**src/rtl/lphs_pkg.sv**
```systemverilog
// lphs_pkg: shared types and constants for the linear probing hash set
// no dependencies; imported by the interfaces and every module of the block
package lphs_pkg;

  localparam int DefaultTableSlots = 1024;
  localparam int ProbeStride       = 1;
  localparam int KeyW              = 64;
  localparam int HashW             = 32;
  localparam int CountW            = 11;
  localparam int TotalW            = 32;

  typedef enum logic [2:0] {
    ST_INSERTED = 3'd0,
    ST_PRESENT  = 3'd1,
    ST_FOUND    = 3'd2,
    ST_MISSING  = 3'd3,
    ST_FULL     = 3'd4
  } status_e;

  typedef enum logic {
    OP_LOOKUP = 1'b0,
    OP_INSERT = 1'b1
  } op_e;

  typedef enum logic [2:0] {
    S_CLEAR = 3'b001,
    S_IDLE  = 3'b010,
    S_PROBE = 3'b100
  } state_e;

  // controller to datapath
  typedef struct packed {
    logic clear_step;
    logic load;
    logic advance;
    logic finish;
  } cmd_t;

  // datapath to controller
  typedef struct packed {
    logic clear_last;
    logic hit_empty;
    logic hit_match;
    logic wrap_full;
    logic out_free;
  } stat_t;

endpackage

```
**src/rtl/lphs_ctrl.sv**
```systemverilog
// lphs_ctrl: sequencer for the clearing pass and the slot-by-slot probe
// depends on lphs_pkg; drives the command struct of lphs_datapath
module lphs_ctrl
  import lphs_pkg::*;
(
  input  logic  clk_i,
  input  logic  rst_ni,
  input  logic  req_valid_i,
  output logic  req_ready_o,
  input  stat_t stat_i,
  output cmd_t  cmd_o
);

  state_e state_q, state_d;
  logic   stop;

  assign stop = stat_i.hit_empty | stat_i.hit_match | stat_i.wrap_full;

  always_comb begin
    state_d     = state_q;
    cmd_o       = '0;
    req_ready_o = 1'b0;
    unique case (state_q)
      S_CLEAR: begin
        cmd_o.clear_step = 1'b1;
        if (stat_i.clear_last) state_d = S_IDLE;
      end
      S_IDLE: begin
        req_ready_o = 1'b1;
        if (req_valid_i) begin
          cmd_o.load = 1'b1;
          state_d    = S_PROBE;
        end
      end
      S_PROBE: begin
        if (stop) begin
          // hold on the current slot until the response register frees up
          if (stat_i.out_free) begin
            cmd_o.finish = 1'b1;
            state_d      = S_IDLE;
          end
        end else begin
          cmd_o.advance = 1'b1;
        end
      end
      default: state_d = S_CLEAR;
    endcase
  end

  always_ff @(posedge clk_i or negedge rst_ni) begin
    if (!rst_ni) begin
      state_q <= S_CLEAR;
    end else begin
      state_q <= state_d;
    end
  end

endmodule

```
**config.mk**
```make
export PLATFORM = sky130hd
export DESIGN_NAME = lphs_ctrl
export DESIGN_NICKNAME = d
export VERILOG_FILES = /design/src/rtl/lphs_pkg.sv /design/src/rtl/lphs_ctrl.sv
export SDC_FILE = /design/constraint.sdc
export NUM_CORES = 1
export LEC_CHECK = 0
export CORE_AREA = 5 5 42 44
export DETAILED_ROUTE_END_ITERATION = 16
export DIE_AREA = 0 0 47 49
export DONT_BUFFER_PORTS = 1
export PLACE_DENSITY_LB_ADDON = 0.25
export SLEW_MARGIN = 20
export SYNTH_ARGS = -nofsm -noshare
export SYNTH_HDL_FRONTEND = slang
export SYNTH_SLANG_ARGS = --single-unit
```
**constraint.sdc**
```tcl
create_clock -name clk_i -period 1.3 [get_ports clk_i]
set_clock_uncertainty 0.1 [all_clocks]
set_input_delay 0.13 -clock clk_i [delete_from_list [all_inputs] [get_ports clk_i]]
set_output_delay 0.13 -clock clk_i [all_outputs]
set_load 0.05 [all_outputs]
```
## After elaboration in Yosys (flattened, before gate mapping)

Cells that the tools add are included.

- Bits in registers: 3
- Bits in latches: 0
- Bits in writable memories: 0
- Bits in read-only memories: 0
- Input port bits: 8
- Output and inout bits: 5
- Word-level logic and storage cells: 24
- Memories: 0

- $add $sub $neg: 0
- Multiply operators: 0
- Divide/modulo/power cells: 0
- $lt $le $gt $ge: 0
- Equal/unequal tests: 7
- Shifts and indexed selects: 0
- Mux-type cells: 13
- Bitwise logic cells: 2
- Reductions and logical operators: 1

Operators by type and width:

| operator | number |
|---|---|
| $mux W3 | 4 |
| $pmux W3 S3 | 1 |
| $ne A2 B2 Y1 const B | 4 |
| $mux W1 | 7 |
| $reduce_and A4 Y1 | 1 |
| $eq A3 B1 Y1 const B | 1 |
| $eq A3 B2 Y1 const B | 1 |
| $eq A3 B3 Y1 const B | 1 |
| $mux W2 | 1 |
| $or A1 B1 Y1 | 2 |

## Longest topological paths before layout

- Word-level depth: 4
- Gate-level depth with buffers: 3

## Least setup slack after synthesis

Ideal clock, no wire load.

- Kind: register -> register
- From: register state_q[1]
- To: register state_q[1]
- Setup time: 0.076 ns
- Arrival time: 2.253 ns
- Data required time: 1.124 ns
- Path slack: -1.129 ns
- Stages on the path, launching flop included: 3
- Clock period less this slack: 2.429 ns
- Cells stage by stage: dfrtp_1 > nor4_1 > a221o_1

- Cells in the longest elaborated chain, start to end: 3
- Elaborated cells on any way between the ends: 9

RTL lines:

| element | line | RTL |
|---|---|---|
| start: declaration | lphs_ctrl.sv:14 | `state_e state_q, state_d;` |
| start signal: assignment | lphs_ctrl.sv:54 | `state_q <= state_d;` |
| $eq A3 B3 Y1, or another cell as far along | lphs_ctrl.sv:23 | `unique case (state_q)` |
| $ne A2 B2 Y1 (no source line) | - |  |
| $reduce_and A4 Y1 (no source line) | - |  |

Several ways; a longest one is shown, not always the timed one.
A chain may end at the register's enable or synchronous reset.

==> impl_metrics.json <==
{
  "finalHoldViolCount": 0,
  "met1_length_um": 236,
  "grt_max_degree": 6,
  "route.vias.total": 238,
  "timing.fmax_ghz": 0.659,
  "grt_pass1_vias": 272,
  "cp-start-kind": "flop",
  "clk_path_buf_depth": 2,
  "place_congestion": 0.794,
  "row_count": 14,
  "final_nets": 45,
  "ys_warn_count": 0,
  "drt_pass1_iterations": 4,
  "wl_met3_um": 101,
  "rsz0062_at_grt": "yes",
  "ant_nets": 0,
  "initial_core_util": 0.126,
  "top_layer_used": "met4",
  "crit_type": "reg2out",
  "syn_area_um2": 176,
  "grt_pass1_wl_um": 1160,
  "drive_above_1_share": 0.639,
  "dr.first_iter.drc_count": 3,
  "ys_seq_elements": 3,
  "grt_antenna_before_repair": 0,
  "place_ws_ns": -0.00289,
  "area_delta_synth_final_pct": 150,
  "drt_wl_total_um": 695,
  "wl_per_cell_um": 13.4,
  "htreeDepth": 1,
  "layout_commonest_cell": "buf_4",
  "avgSynthCellArea_um2": 9.29,
  "vdd_ir_drop_max_uv": 1100,
  "clock_insertion_delay_worst_skew_ns": 0.23,
  "fillCellCount": 157,
  "maxSlewHeadroom": 0.777,
  "cts.sinks": 3,
  "place_inst": 45,
  "port_buffers": 0,
  "syn_inst": 19,
  "finalNonFillerCells": 52,
  "dpl.hpwl_um": 558,
  "cts_tree": "built",
  "core-area_um2": 1400,
  "drv_cap": 0,
  "leakagePower_uw": 0.000180,
  "drc": 0,
  "setup_viol": 7,
  "dr_wl_met2_um": 343,
  "grt_overflow": 0,
  "required_ns": 1.07,
  "tightestPinTransition_ns": 0.332,
  "avgViaCountPerCell": 4.58,
  "layout_common_cells": "buf_4 (4), clkbuf_4 (3), buf_12 (3), buf_6 (3)",
  "finalCriticalPeriod_ns": 1.52,
  "multi_input_area_um2": 153,
  "top_regs": "state_q: 3 flops",
  "finalCritPeriodShare": 1.17,
  "ys_types": 15,
  "clk_pin_slew_ns": 0.04,
  "critPathMaxFanout": 5,
  "register_area_um2": 78.8,
  "grt_use_total": 0.0749,
  "synthesis.nets": 27,
  "cellPowerDensity_nw_per_um2": 2240,
  "die-area_um2": 2300,
  "insertedDiodeCount": 0,
  "critPathArrivalTime_ns": 1.29,
  "cts_buffers": 3,
  "violations": "negative setup slack",
  "largest_register": "state_q",
  "largest_register_ffs": 3,
  "hp-class": "in2reg",
  "setup_ws_ns": -0.217,
  "crit_path_end_kind": "output pin",
  "drv_slew": 0,
  "io_pins": 13,
  "die_w_um": 47,
  "root_buffer": "clkbuf_4",
  "ys_seq_area_frac": 0.433,
  "die_h_um": 49,
  "outcome": "complete, but fails checks"
}
## routing by layer
layer	track usage	vias to the layer above
met5	0	-
met3	0.0812	4
met2	0.0973	17
met4	0.0276	0
met1	0.0776	109
li1	-	108
## synthesized netlist by cell type
library cell  count  share of area
dfrtp_1           2           0.28
nand2_1           2          0.043
nor3_1            2          0.057
o21ai_0           2          0.057
a221o_1           1          0.057
and4bb_1          1          0.071
dfstp_2           1           0.15
inv_1             1          0.021
nand2b_1          1          0.035
nand3b_1          1          0.043
nor2_1            1          0.021
nor3b_1           1          0.043
nor4_1            1          0.035
nor4b_1           1          0.050
or3_1             1          0.035
## path summary, 6_finish.rpt
path | startpoint | to | slack, ns | depth (start not counted)
min in group asynchronous | rst_ni | state_q[2] | 0.06 | 1
max reg2reg | state_q[0] | state_q[2] | -0.02 | 2
min | stat_i[4] | state_q[0] | 0.02 | 3
min reg2reg | state_q[2] | state_q[0] | 0.55 | 2
max | state_q[0] | cmd_o[3] | -0.22 | 3
max in group asynchronous | rst_ni | state_q[0] | 0.81 | 1
## cells by family after synthesis
group / after synthesis / share of synthesized area
and+or+nand+nor: 12 / 0.433
DFF: 3 / 0.433
buffers and inverters: 1 / 0.0213
AOI/OAI and AO/OA: 3 / 0.113
## critical path: stages (launching register included)
cell	delay (ns)
dfstp_2	0.55
buf_6	0.11
nor3b_4	0.20
buf_6	0.19
## metrics by stage
stage                     hold WS, ns   util  power (uW)  instance area (um^2)  setup TNS (ns)
final                          0.0166  0.314         985                   440          -0.737
after floorplan                -0.266      -         527                   230          -0.420
after CTS                      0.0126  0.314         997                   440          -0.804
after global placement         -0.265  0.259         735                   363        -0.00775
after global routing           0.0411  0.314        1040                   440           -1.03
after detailed placement       -0.265  0.259         738                   363        -0.00576
## area by class of cell
type,count,area share
Inverter,1,0.00852
Multi-Input combinational cell,15,0.347
Tap cell,16,0.0455
Clock buffer,4,0.0597
Timing Repair Buffer,13,0.361
Sequential cell,3,0.179
## report_power, final
part | total, uW | internal (uW) | switching [uW]
Clock | 165 | 115 | 49.6
Sequential | 208 | 147 | 61.4
Combinational | 612 | 311 | 301
Total | 985 | 572 | 412
## what timing repair did
item	in CTS	in global routing
buffers inserted	1	0
resized for setup	6	0
endpoints found under the setup margin	7	7
pin swaps	2	0
hold buffers	2	0
hold endpoints to repair	4	0
Power figures use the tool's default switching activity.
